--- config.mk ---
export PLATFORM = sky130hd
export DESIGN_NAME = psc_ram
export DESIGN_NICKNAME = d
export VERILOG_FILES = /design/src/rtl/psc_ram.sv
export SDC_FILE = /design/constraint.sdc
export NUM_CORES = 1
export LEC_CHECK = 0
export BUFFER_PORTS_ARGS = -buffer_cell sky130_fd_sc_hd__buf_4
export CELL_PAD_IN_SITES_DETAIL_PLACEMENT = 0
export CELL_PAD_IN_SITES_GLOBAL_PLACEMENT = 2
export CORE_MARGIN = 3
export CORE_UTILIZATION = 26
export CTS_BUF_LIST = sky130_fd_sc_hd__clkbuf_8
export DETAILED_ROUTE_END_ITERATION = 12
export PLACE_DENSITY = 0.44
export SYNTH_ARGS = -nofsm -noshare
export SYNTH_HDL_FRONTEND = slang
export SYNTH_SLANG_ARGS = --single-unit
--- constraint.sdc ---
create_clock -name clk -period 3 [get_ports clk]
set_input_delay 0.6 -clock clk [delete_from_list [all_inputs] [get_ports clk]]
set_output_delay 0.6 -clock clk [all_outputs]
set_load 0.01 [all_outputs]
--- src/rtl/psc_ram.sv ---
// Generic single-clock RAM: one write port, one read port, registered read.
// Depends on nothing.
`default_nettype none

module psc_ram #(
  parameter int WIDTH = 8,
  parameter int DEPTH = 16,
  localparam int AW = (DEPTH > 1) ? $clog2(DEPTH) : 1
) (
  input  logic             clk,
  input  logic             we,
  input  logic [AW-1:0]    waddr,
  input  logic [WIDTH-1:0] wdata,
  input  logic             re,
  input  logic [AW-1:0]    raddr,
  output logic [WIDTH-1:0] rdata
);

  logic [WIDTH-1:0] mem [DEPTH];

  always_ff @(posedge clk) begin
    if (we) begin
      mem[waddr] <= wdata;
    end
    if (re) begin
      rdata <= mem[raddr];
    end
  end

endmodule

`default_nettype wire

======== Word-level counts from Yosys, hierarchy flattened ========
Memories as Yosys holds them, arrays and structs flattened. A register that Yosys moved wholly into a read port is not among the register bits.
Index checks and enable logic that the tools add are counted.
W data, S select, Z words.
word-level totals
  memories ................................ 1
  RAM bits ................................ 128
  register bits ........................... 0
  input port bits ......................... 19
operators by class
  multiplexer cells ....................... 2
memory list
  name  depth  bits a word  read ports  clocked after Yosys merged registers in  write ports  RTL line  source
  mem   16     8            1           1                                        1            19        logic [WIDTH-1:0] mem [DEPTH];
operator list
  cell     count
  $mux W1  2

======== Depth between registers and ports, before layout ========
Gate-level depths: netlist of run 1.
  word-level depth ........................ 2
  depth in mapped cells ................... 5
  gate-level depth less buffers ........... 3

======== Worst setup path after synthesis of run 1 ========
Ideal clock, no wire load.
  path type ............................... input to register
  start point ............................. input port waddr[2]
  end point ............................... memory mem[0][0], enable pin
  data arrival time ....................... 1.710 ns
  required time ........................... 2.617 ns
  setup slack ............................. 0.907 ns
  setup time .............................. 0.383 ns
  stages .................................. 2
  path buffers ............................ 0
  cell sequence ........................... or3b_2 > nor3_1
RTL lines
  item             RTL line  source
  start, declared  12        input logic [AW-1:0] waddr,
  end, declared    19
No word-level cell before the write port.

==> PnR_summary.wiki, run 1 <==
{| class="wikitable"
! Metric !! Value
|-
| Result of the run || completed
|-
| Synthesis-stage register bit count || ~140
|-
| Number of DRC markers in iteration 0 || ~220
|-
| Instance count on the critical path || 5
|-
| Initial Util || between 20% and 30%
|-
| Final routed DRC violation total || 0
|-
| Critical-path cell with the highest stage delay || mux4_1
|-
| Worst clock skew on the final layout || 0.00818 ns
|-
| Series of cell instances along the critical path || buf_4, buf_4, mux4_1, a22oi_1, nand2_1
|-
| Hold Buf Count CTS || 0
|-
| H-tree depth || 4
|-
| Number of different library cells in the post-synthesis netlist || 18
|-
| Number of max-capacitance violations reported || 0
|-
| Core area || between 15000 and 20000 um^2
|-
| Min Clock Period, post-route || about 1.9 ns
|-
| Setup TNS || 0 ns
|-
| First-pass GRT wire length || 17800 um
|-
| Post-synthesis instance area || 5230 um^2
|-
| Signal arrival time at the worst endpoint || between 2 and 2.5 ns
|-
| Slowest Stage Delay on Critical Path || approximately 0.57 ns
|-
| R2R setup slack || 1.42 ns
|-
| Antenna violations before repair || 0
|-
| Largest vdd supply drop || 0.000265 V
|-
| Buffer count from post-CTS setup fixing || 0
|-
| Wirelength per Cell || 21.3 um
|-
| First-pass iteration count of the detailed router || 4
|-
| Worst setup slack after layout || 1.06 ns
|-
| Required time of the worst setup path || roughly 3.2 ns
|-
| CTS buffer count || 17
|-
| Start point of the worst hold path || re
|-
| Most used cell along the critical path || buf_4
|-
| Power per unit of standard cell area || approximately 590 nW/um^2
|-
| Horizontal extent of the die || between 100 and 150 um
|-
| Sinks on Clock Net || 136
|-
| Fraction of final layout cells with drive strength greater than 1 || 31.3%
|-
| Antenna viol nets, final || 0
|-
| Area of the die || 21800 um^2
|-
| Cells after Synth || between 200 and 250
|-
| Number of global-route vias before repair || approximately 2.6k
|-
| Standard-cell rows || between 50 and 60
|-
| Terminus of the critical flop-to-flop path || rdata[7]$_DFFE_PP_
|-
| Cell family with the largest share of critical-path delay || multiplexers
|-
| Reg2reg start || mem[0][7]$_DFFE_PP_
|-
| Critical path startpoint || raddr[0]
|-
| Sequential area share after synthesis || about four fifths
|-
| GP Congestion || just under 0.7
|-
| Final routed wirelength across all metal layers || 12000 um
|-
| Pin count of the biggest net entering global routing || 28
|-
| Total gr overflow || 0
|-
| Count of input and output buffers || 26
|-
| Number of warnings printed during yosys synthesis || 0
|-
| Net count after synthesis || ~250
|-
| Count of final setup violators || 0
|-
| Clock Path Buffers || 2
|-
| Leakage power || roughly 2 nW
|-
| Clock transition at the register clock pins on the worst setup and hold paths after CTS || ~0.070 ns
|-
| Half-perimeter wire length after placement || 7670 um
|-
| Final Hold Viols || 0
|-
| Total via count in the routed design || about 2.4k
|-
| Class of the tightest hold or removal check || input pin to flip-flop
|-
| Placement Setup Slack || about 0.53 ns
|-
| Synthesis-to-finish area growth || 18.1%
|-
| Max-slew violations || 0
|-
| Type of the worst setup path || input pin to flip-flop
|-
| Number of inserted diodes || 0
|-
| Net count reported at finish || roughly 310
|-
| Buffer type at the clock tree root || clkbuf_8
|-
| Startpoint Class || input pin
|-
| Top achievable clock speed || 515 MHz
|-
| Worst slew margin relative to its limit || ~65%
|-
| Detail-routed via count per cell || 4.33
|-
| Avg Inst Size Synth || 22.8 um^2
|-
| Top-level I/O count || 27
|-
| Critical path buffers and inverters || 2
|-
| Unrepaired setup endpoints after global routing || false
|-
| Portion of the clock cycle consumed by the worst path in the final layout || about two thirds
|-
| CP endpoint || rdata[1]$_DFFE_PP_
|-
| Die height || 148 um
|-
| Clock tree from TritonCTS || yes
|-
| Slew at the pin closest to its max-slew limit || around 0.53 ns
|-
| Kind of capture point of the worst setup path || flip-flop
|-
| Length in cells of the worst reg-to-reg path || 3
|-
| Biggest fanout along the worst timing path || 13
|-
| Clock latency on the worst-skew pair || roughly 0.44 ns
|-
| Post_cts resized || 0
|-
| GRT Util Overall || roughly an eighth
|}
==> placed cells by master, fill, tap and decap left out, types with 2 or more instances in the layout <==
master	count
a22oi_1	16
buf_4	47
clkbuf_8	17
clkinv_1	2
clkinv_2	5
clkinvlp_4	3
edfxtp_1	136
inv_1	2
mux4_1	14
mux4_2	18
nand2_1	9
nand2b_1	2
nand3b_1	2
nor2_1	13
nor3_1	4
==> cell families (layout without fill, tap and decap cells) <==
logic type | Yosys count | in the layout | share of synthesized area, %
buffers and inverters | 10 | 78 | 1.65
flip-flops | 136 | 136 | 78.1
multiplexers | 32 | 32 | 14.8
AO/OA/AOI/OAI | 16 | 16 | 2.30
AND/OR/NAND/NOR | 35 | 35 | 3.14
==> report_power, final <==
part           internal (mW)  leakage, nW  switching [mW]  total (mW)
clock                  0.623        0.170           0.660        1.28
sequential              2.14         1.24          0.0102        2.15
combinational         0.0958        0.616           0.122       0.218
total                   2.86         2.02           0.792        3.65
==> metrics by stage <==
step                power [mW]  cells  util [%]  instance area, um^2  hold WS [ns]
finish                    3.65    562      31.5                 6170         0.464
detailed placement        2.42    532      29.8                 5850         0.739
global route              3.81    562      31.5                 6170         0.441
CTS                       3.72    562      31.5                 6170         0.443
global placement          2.42    532      29.8                 5850         0.738
floorplan                 2.30    229         -                 5230         0.699
==> how the worst min path moves through the flow <==
stage	endpoint	slack [ns]	cells past startpoint
2_1_floorplan	mem[0][0]$_DFFE_PP_	0.70	0
3_5_place_dp	rdata[3]$_DFFE_PP_	0.74	3
5_1_grt	rdata[7]$_DFFE_PP_	0.44	1
4_1_cts	rdata[3]$_DFFE_PP_	0.44	1
3_3_place_gp	rdata[4]$_DFFE_PP_	0.74	3
6_report	rdata[7]$_DFFE_PP_	0.46	1
==> layer usage <==
layer  GRT usage [%]  part of all wire (%)  up-vias
met1            16.0                    48     1281
met2            18.1                    47       44
met4            4.19                   1.5        0
met5               0                     0        -
li1                -                     -     1095
met3            3.25                   3.5       13
==> flip-flops by register name, summed over array words and instances, names as in the netlist <==
name / flops
mem: 128
rdata: 8
==> cells in the mapped netlist <==
cell             instances  area share (%)
a22oi_1                 16             2.3
edfxtp_1               136              78
clkdlybuf4s25_2          3            0.57
and2_1                   1            0.12
nor3_1                   4            0.38
nand3b_1                 2            0.29
nand2b_1                 2            0.24
nor2b_1                  1            0.12
buf_4                    1            0.14
nand3_1                  1           0.096
buf_6                    3            0.65
nor2_1                  13            0.93
nand2_1                  9            0.65
mux4_1                  14             7.0
and2b_1                  1            0.14
buf_2                    3            0.29
or3b_2                   1            0.17
mux4_2                  18             7.8
==> final cells by class <==
cell class	instances	area, um^2
clock buffers	17	234
clock inverters	13	92.6
flip-flops and latches	136	4080
multi-input cells	83	1060
well taps	265	332
repair buffers	48	373
fillers	1924	13400
(Power assumes the default switching activity.)
==> inputs of run 2 (changes only) <==
--- a/config.mk
+++ b/config.mk
@@ -12,7 +12,7 @@
 export CORE_UTILIZATION = 26
 export CTS_BUF_LIST = sky130_fd_sc_hd__clkbuf_8
 export DETAILED_ROUTE_END_ITERATION = 12
-export PLACE_DENSITY = 0.44
+export PLACE_DENSITY = 0.45
 export SYNTH_ARGS = -nofsm -noshare
 export SYNTH_HDL_FRONTEND = slang
 export SYNTH_SLANG_ARGS = --single-unit
==> constraint.sdc (replaced) <==
create_clock -name clk -period 1.6 [get_ports clk]
set_input_delay 0.32 -clock clk [delete_from_list [all_inputs] [get_ports clk]]
set_output_delay 0.32 -clock clk [all_outputs]
set_load 0.01 [all_outputs]
==> PnR_summary.wiki, run 2 (same netlist as run 1, synthesis figures left out) <==
{| class="wikitable"
! Metric !! Value
|-
| Class of the tightest hold or removal check || input pin to flip-flop
|-
| GP Congestion || around 0.66
|-
| Terminus of the critical flop-to-flop path || rdata[6]$_DFFE_PP_
|-
| Worst clock skew on the final layout || 0.0108 ns
|-
| Horizontal extent of the die || between 100 and 150 um
|-
| Clock Path Buffers || 2
|-
| Number of DRC markers in iteration 0 || approximately 180
|-
| Final routed wirelength across all metal layers || 11900 um
|-
| Registers with the highest flip-flop counts || mem (128), rdata (8)
|-
| Top-level I/O count || 27
|-
| Result of the run || completed
|-
| Antenna violations before repair || 0
|-
| Final Hold Viols || 0
|-
| H-tree depth || 4
|-
| CTS buffer count || 17
|-
| Number of global-route vias before repair || approximately 2.8k
|-
| Die height || 148 um
|-
| Most common cell after layout, fill and taps aside || edfxtp_1
|-
| Number of max-capacitance violations reported || 0
|-
| Detail-routed via count per cell || 4.30
|-
| Clock transition at the register clock pins on the worst setup and hold paths after CTS || ~0.080 ns
|-
| Endpoint, Worst Hold || rdata[2]$_DFFE_PP_
|-
| Total via count in the routed design || 2479
|-
| Slew at the pin closest to its max-slew limit || between 0.7 and 0.8 ns
|-
| Core area || slightly below 20000 um^2
|-
| Total gr overflow || 0
|-
| Initial Util || approximately a quarter
|-
| Type of the worst setup path || flip-flop to flip-flop
|-
| R2R setup slack || a little under 0.1 ns
|-
| Buffer count from post-CTS setup fixing || 0
|-
| Dpl cell area || a little over 6000 um^2
|-
| Post-layout instance area || approximately 6400 um^2
|-
| Clock tree from TritonCTS || yes
|-
| Biggest fanout along the worst timing path || 1
|-
| Top achievable clock speed || approximately 660 MHz
|-
| Pin count of the biggest net entering global routing || 17
|-
| Final cell count without fillers || 576
|-
| Worst slew margin relative to its limit || between 40% and 50%
|-
| First-pass GRT wire length || 17800 um
|-
| Clock latency on the worst-skew pair || about 0.44 ns
|-
| Min Clock Period, post-route || approximately 1.5 ns
|-
| Portion of the clock cycle consumed by the worst path in the final layout || 94.0%
|-
| Standard-cell rows || between 50 and 60
|-
| Most used cells in the layout excluding fill and tap cells || edfxtp_1, buf_4, mux4_2
|-
| Count of input and output buffers || 26
|-
| First-pass iteration count of the detailed router || 4
|-
| Start point of the worst hold path || re
|-
| Number of placed cells counting well taps || ~550
|-
| Final routed DRC violation total || 0
|-
| Count of final setup violators || 0
|-
| Antenna viol nets, final || 0
|-
| GRT Util Overall || between 10% and 20%
|-
| Flip-flop count of the largest register after layout || about 130
|-
| Fraction of final layout cells with drive strength greater than 1 || 35.4%
|-
| Net count reported at finish || between 300 and 400
|-
| Area of the die || ~22000 um^2
|-
| Reg2reg start || mem[0][6]$_DFFE_PP_
|-
| Top register by number of flip-flops || mem
|-
| Power per unit of standard cell area || between 1000 and 1500 nW/um^2
|-
| Signal arrival time at the worst endpoint || approximately 1.7 ns
|-
| Number of inserted diodes || 0
|-
| Max-slew violations || 0
|-
| Synthesis-to-finish area growth || 22.6%
|-
| Half-perimeter wire length after placement || 7860 um
|-
| Largest vdd supply drop || 0.000462 V
|-
| Length in cells of the worst reg-to-reg path || 4
|-
| Required time of the worst setup path || 1.76 ns
|-
| Sinks on Clock Net || roughly 140
|-
| Leakage power || around 2.1 nW
|-
| Worst hold path stage count || 1
|-
| Startpoint Class || flip-flop
|-
| Kind of capture point of the worst setup path || flip-flop
|-
| Unrepaired setup endpoints after global routing || false
|-
| Buffer type at the clock tree root || clkbuf_8
|-
| Wirelength per Cell || between 20 and 25 um
|}
[run 2: through the flow]
stage                     setup WS (ns)  util [%]  hold slack [ns]  setup TNS, ns  power (mW)
after floorplan                 0.00404         -            0.419              0        4.32
after global placement           -0.311      30.8            0.640          -2.76        4.58
after detailed placement         -0.354      30.8            0.642          -3.03        4.58
after CTS                        0.0409      32.7            0.159              0        7.34
after global routing             0.0175      32.7            0.160              0        7.51
final                            0.0961      32.7            0.183              0        7.21
[run 2: routing by layer]
metal / vias up / global-route usage [%] / wire (um)
met3: 11 / 2.82 / 451
met2: 50 / 18.9 / 5920
met5: - / 0 / 0
met1: 1301 / 15.3 / 5380
met4: 0 / 4.61 / 185
li1: 1117 / - / -
[run 2: critical path: stages (launching register included)]
cell and delay (ns):
edfxtp_1 0.37, mux4_2 0.48, a22oi_2 0.16, buf_4 0.14, nand2_1 0.08
[run 2: worst max path at each step]
| stage | startpoint | end | slack (ns) | cells past startpoint |
|---|---|---|---|---|
| global route | mem[8][1]$_DFFE_PP_ | rdata[1]$_DFFE_PP_ | 0.02 | 3 |
| finish | mem[0][6]$_DFFE_PP_ | rdata[6]$_DFFE_PP_ | 0.1 | 4 |
| floorplan | raddr[0] | rdata[1]$_DFFE_PP_ | 0.004 | 5 |
| CTS | mem[0][6]$_DFFE_PP_ | rdata[6]$_DFFE_PP_ | 0.04 | 4 |
| global placement | raddr[0] | rdata[1]$_DFFE_PP_ | -0.31 | 6 |
| detailed placement | raddr[0] | rdata[1]$_DFFE_PP_ | -0.35 | 6 |
[run 2: cell type report]
| class | instances | area (um^2) |
|---|---|---|
| well taps | 265 | 332 |
| clock inverters | 13 | 139 |
| fillers | 1880 | 13200 |
| clock buffers | 17 | 234 |
| flip-flops and latches | 136 | 4080 |
| multi-input cells | 83 | 1070 |
| repair buffers | 62 | 553 |
[run 2: repair_timing]
action / 4_1_cts / 5_1_grt
hold buffers: 0 / 0
endpoints found under the setup margin: 0 / 1
resized for setup: 0 / 1
[run 2: where the power goes]
| group | total, mW | internal, mW | switching (mW) |
|---|---|---|---|
| Sequential | 4.03 | 4.01 | 0.0213 |
| Clock | 2.72 | 1.49 | 1.23 |
| Combinational | 0.458 | 0.221 | 0.236 |
==> inputs of run 3 (changes only) <==
==> constraint.sdc (replaced) <==
create_clock -name clk -period 1.6 [get_ports clk]
set_input_delay 0 -clock clk [delete_from_list [all_inputs] [get_ports clk]]
set_output_delay 0 -clock clk [all_outputs]
set_load 0.01 [all_outputs]
==> PnR_summary.wiki, run 3 (same netlist as run 1, synthesis figures left out) <==
{| class="wikitable"
! Metric !! Value
|-
| Clock transition at the register clock pins on the worst setup and hold paths after CTS || roughly 0.080 ns
|-
| GRT Util Overall || between 10 and 15%
|-
| First-pass iteration count of the detailed router || 4
|-
| Wirelength per Cell || between 20 and 25 um
|-
| Reg2reg start || mem[8][2]$_DFFE_PP_
|-
| Critical path buffers and inverters || 0
|-
| Signal arrival time at the worst endpoint || between 1.5 and 2 ns
|-
| CP endpoint || rdata[2]$_DFFE_PP_
|-
| Power per unit of standard cell area || between 1000 and 1500 nW/um^2
|-
| Detail-routed via count per cell || around 4.4
|-
| Clock latency on the worst-skew pair || between 0.4 and 0.5 ns
|-
| Number of fill cells in the layout || roughly 1.9k
|-
| Terminus of the critical flop-to-flop path || rdata[2]$_DFFE_PP_
|-
| Unrepaired setup endpoints after global routing || false
|-
| GP Congestion || roughly 0.67
|-
| Fraction of final layout cells with drive strength greater than 1 || a little under a third
|-
| Final routed wirelength across all metal layers || 11900 um
|-
| Leakage power || roughly 2.2 nW
|-
| First-pass GRT wire length || 17500 um
|-
| Most used cells in the layout excluding fill and tap cells || edfxtp_1, buf_4, mux4_2
|-
| Die height || 148 um
|-
| Pin count of the biggest net entering global routing || 17
|-
| Count of final setup violators || 0
|-
| Standard-cell rows || between 50 and 60
|-
| Number of global-route vias before repair || 2620
|-
| Max-slew violations || 0
|-
| Top-level I/O count || 27
|-
| Antenna viol nets, final || 0
|-
| Total via count in the routed design || between 2k and 2.5k
|-
| Class of the tightest hold or removal check || input pin to flip-flop
|-
| H-tree depth || 4
|-
| Min Clock Period, post-route || about 1.5 ns
|-
| Half-perimeter wire length after placement || approximately 7800 um
|-
| Count of input and output buffers || 26
|-
| Top achievable clock speed || 671 MHz
|-
| Sinks on Clock Net || ~140
|-
| Final Hold Viols || 0
|-
| Type of the worst setup path || flip-flop to flip-flop
|-
| Number of max-capacitance violations reported || 0
|-
| Area of the die || 21800 um^2
|-
| Kind of capture point of the worst setup path || flip-flop
|-
| Initial Util || between 20% and 30%
|-
| Flip-flop count of the largest register after layout || between 100 and 150
|-
| Synthesis-to-finish area growth || 23.5%
|-
| Buffer count from post-CTS setup fixing || 0
|-
| Length in cells of the worst reg-to-reg path || 3
|-
| Clock tree from TritonCTS || yes
|-
| Core area || 19600 um^2
|-
| R2R setup slack || between 0.1 and 0.15 ns
|-
| Multi-input gate area in the final layout || 1070 um^2
|-
| Series of cell instances along the critical path || mux4_1, a22oi_2, nand2_1
|-
| Critical-path cell with the highest stage delay || mux4_1
|-
| Setup TNS || 0 ns
|-
| Result of the run || completed
|-
| Number of placed cells counting well taps || between 500 and 600
|-
| Buffer type at the clock tree root || clkbuf_8
|-
| Total gr overflow || 0
|-
| Final core utilization || between 30 and 40%
|-
| Horizontal extent of the die || about 150 um
|-
| Registers with the highest flip-flop counts || mem (128), rdata (8)
|-
| Largest vdd supply drop || 0.000458 V
|-
| Startpoint Class || flip-flop
|-
| Slowest Stage Delay on Critical Path || about 0.53 ns
|-
| Antenna violations before repair || 0
|-
| Portion of the clock cycle consumed by the worst path in the final layout || between 90% and 100%
|-
| Required time of the worst setup path || 1.77 ns
|-
| Number of DRC markers in iteration 0 || roughly 160
|-
| Register area || just over 4000 um^2
|-
| Worst slew margin relative to its limit || between 30% and 40%
|-
| Cell family with the largest share of critical-path delay || multiplexers
|-
| CTS buffer count || 17
|-
| Final cell count without fillers || between 500 and 600
|-
| Slew at the pin closest to its max-slew limit || around 0.98 ns
|-
| Worst clock skew on the final layout || ~0.013 ns
|-
| Instance count on the critical path || 3
|-
| Number of inserted diodes || 0
|-
| Net count reported at finish || 314
|-
| Clock Path Buffers || 2
|-
| Top register by number of flip-flops || mem
|-
| Final routed DRC violation total || 0
|-
| Most common cell after layout, fill and taps aside || edfxtp_1
|-
| Biggest fanout along the worst timing path || 1
|-
| Critical path startpoint || mem[8][2]$_DFFE_PP_
|}
-- run 3: layout make-up --
type,instances,share of cell area [%]
Sequential cell,136,63.2
Multi-Input combinational cell,83,16.5
Timing Repair Buffer,57,7.75
Tap cell,265,5.13
Clock inverter,15,3.72
Clock buffer,17,3.62
-- run 3: worst min path at each step --
stage	end	cells after the start	slack, ns	startpoint
2_1_floorplan	mem[0][0]$_DFFE_PP_	0	0.1	wdata[0]
3_3_place_gp	mem[8][5]$_DFFE_PP_	1	0.31	wdata[5]
3_5_place_dp	mem[9][5]$_DFFE_PP_	1	0.33	wdata[5]
4_1_cts	mem[0][6]$_DFFE_PP_	3	0.06	waddr[0]
5_1_grt	mem[0][6]$_DFFE_PP_	3	0.07	waddr[0]
6_report	mem[0][6]$_DFFE_PP_	3	0.09	waddr[0]
-- run 3: repair_timing --
| action | CTS | global route |
|---|---|---|
| cloned | 0 | 0 |
| hold endpoints to repair | 136 | 0 |
| hold buffers | 9 | 0 |
| setup endpoints to repair | 1 | 1 |
| gates resized for setup | 1 | 1 |
| pin swaps | 0 | 0 |
-- run 3: through the flow --
step / setup slack [ns] / instance area, um^2 / total power [mW] / hold WS, ns
floorplan: 0.107 / 5230 / 4.31 / 0.0989
global placement: -0.0153 / 5880 / 4.55 / 0.314
detailed placement: -0.0234 / 5880 / 4.55 / 0.333
CTS: 0.0334 / 6450 / 7.93 / 0.0613
global route: 0.00118 / 6460 / 8.14 / 0.0748
finish: 0.110 / 6460 / 7.81 / 0.0916
-- run 3: tightest hold or removal path: stages --
cell and delay [ns]:
buf_4 0.12, nor3_1 0.05, buf_4 0.17
-- run 3: power breakdown --
part / switching, mW / total, mW / internal, mW
Combinational: 0.234 / 0.441 / 0.206
Sequential: 0.0226 / 4.03 / 4.01
Clock: 1.21 / 3.34 / 2.13
Total: 1.47 / 7.81 / 6.34
-- run 3: layer usage --
metal	GRT usage, %	vias up	wire length (um)
met5	0	-	0
met1	15.9	1312	5430
met3	3.34	11	608
li1	-	1109	-
met4	3.63	0	141
met2	17.8	67	5710
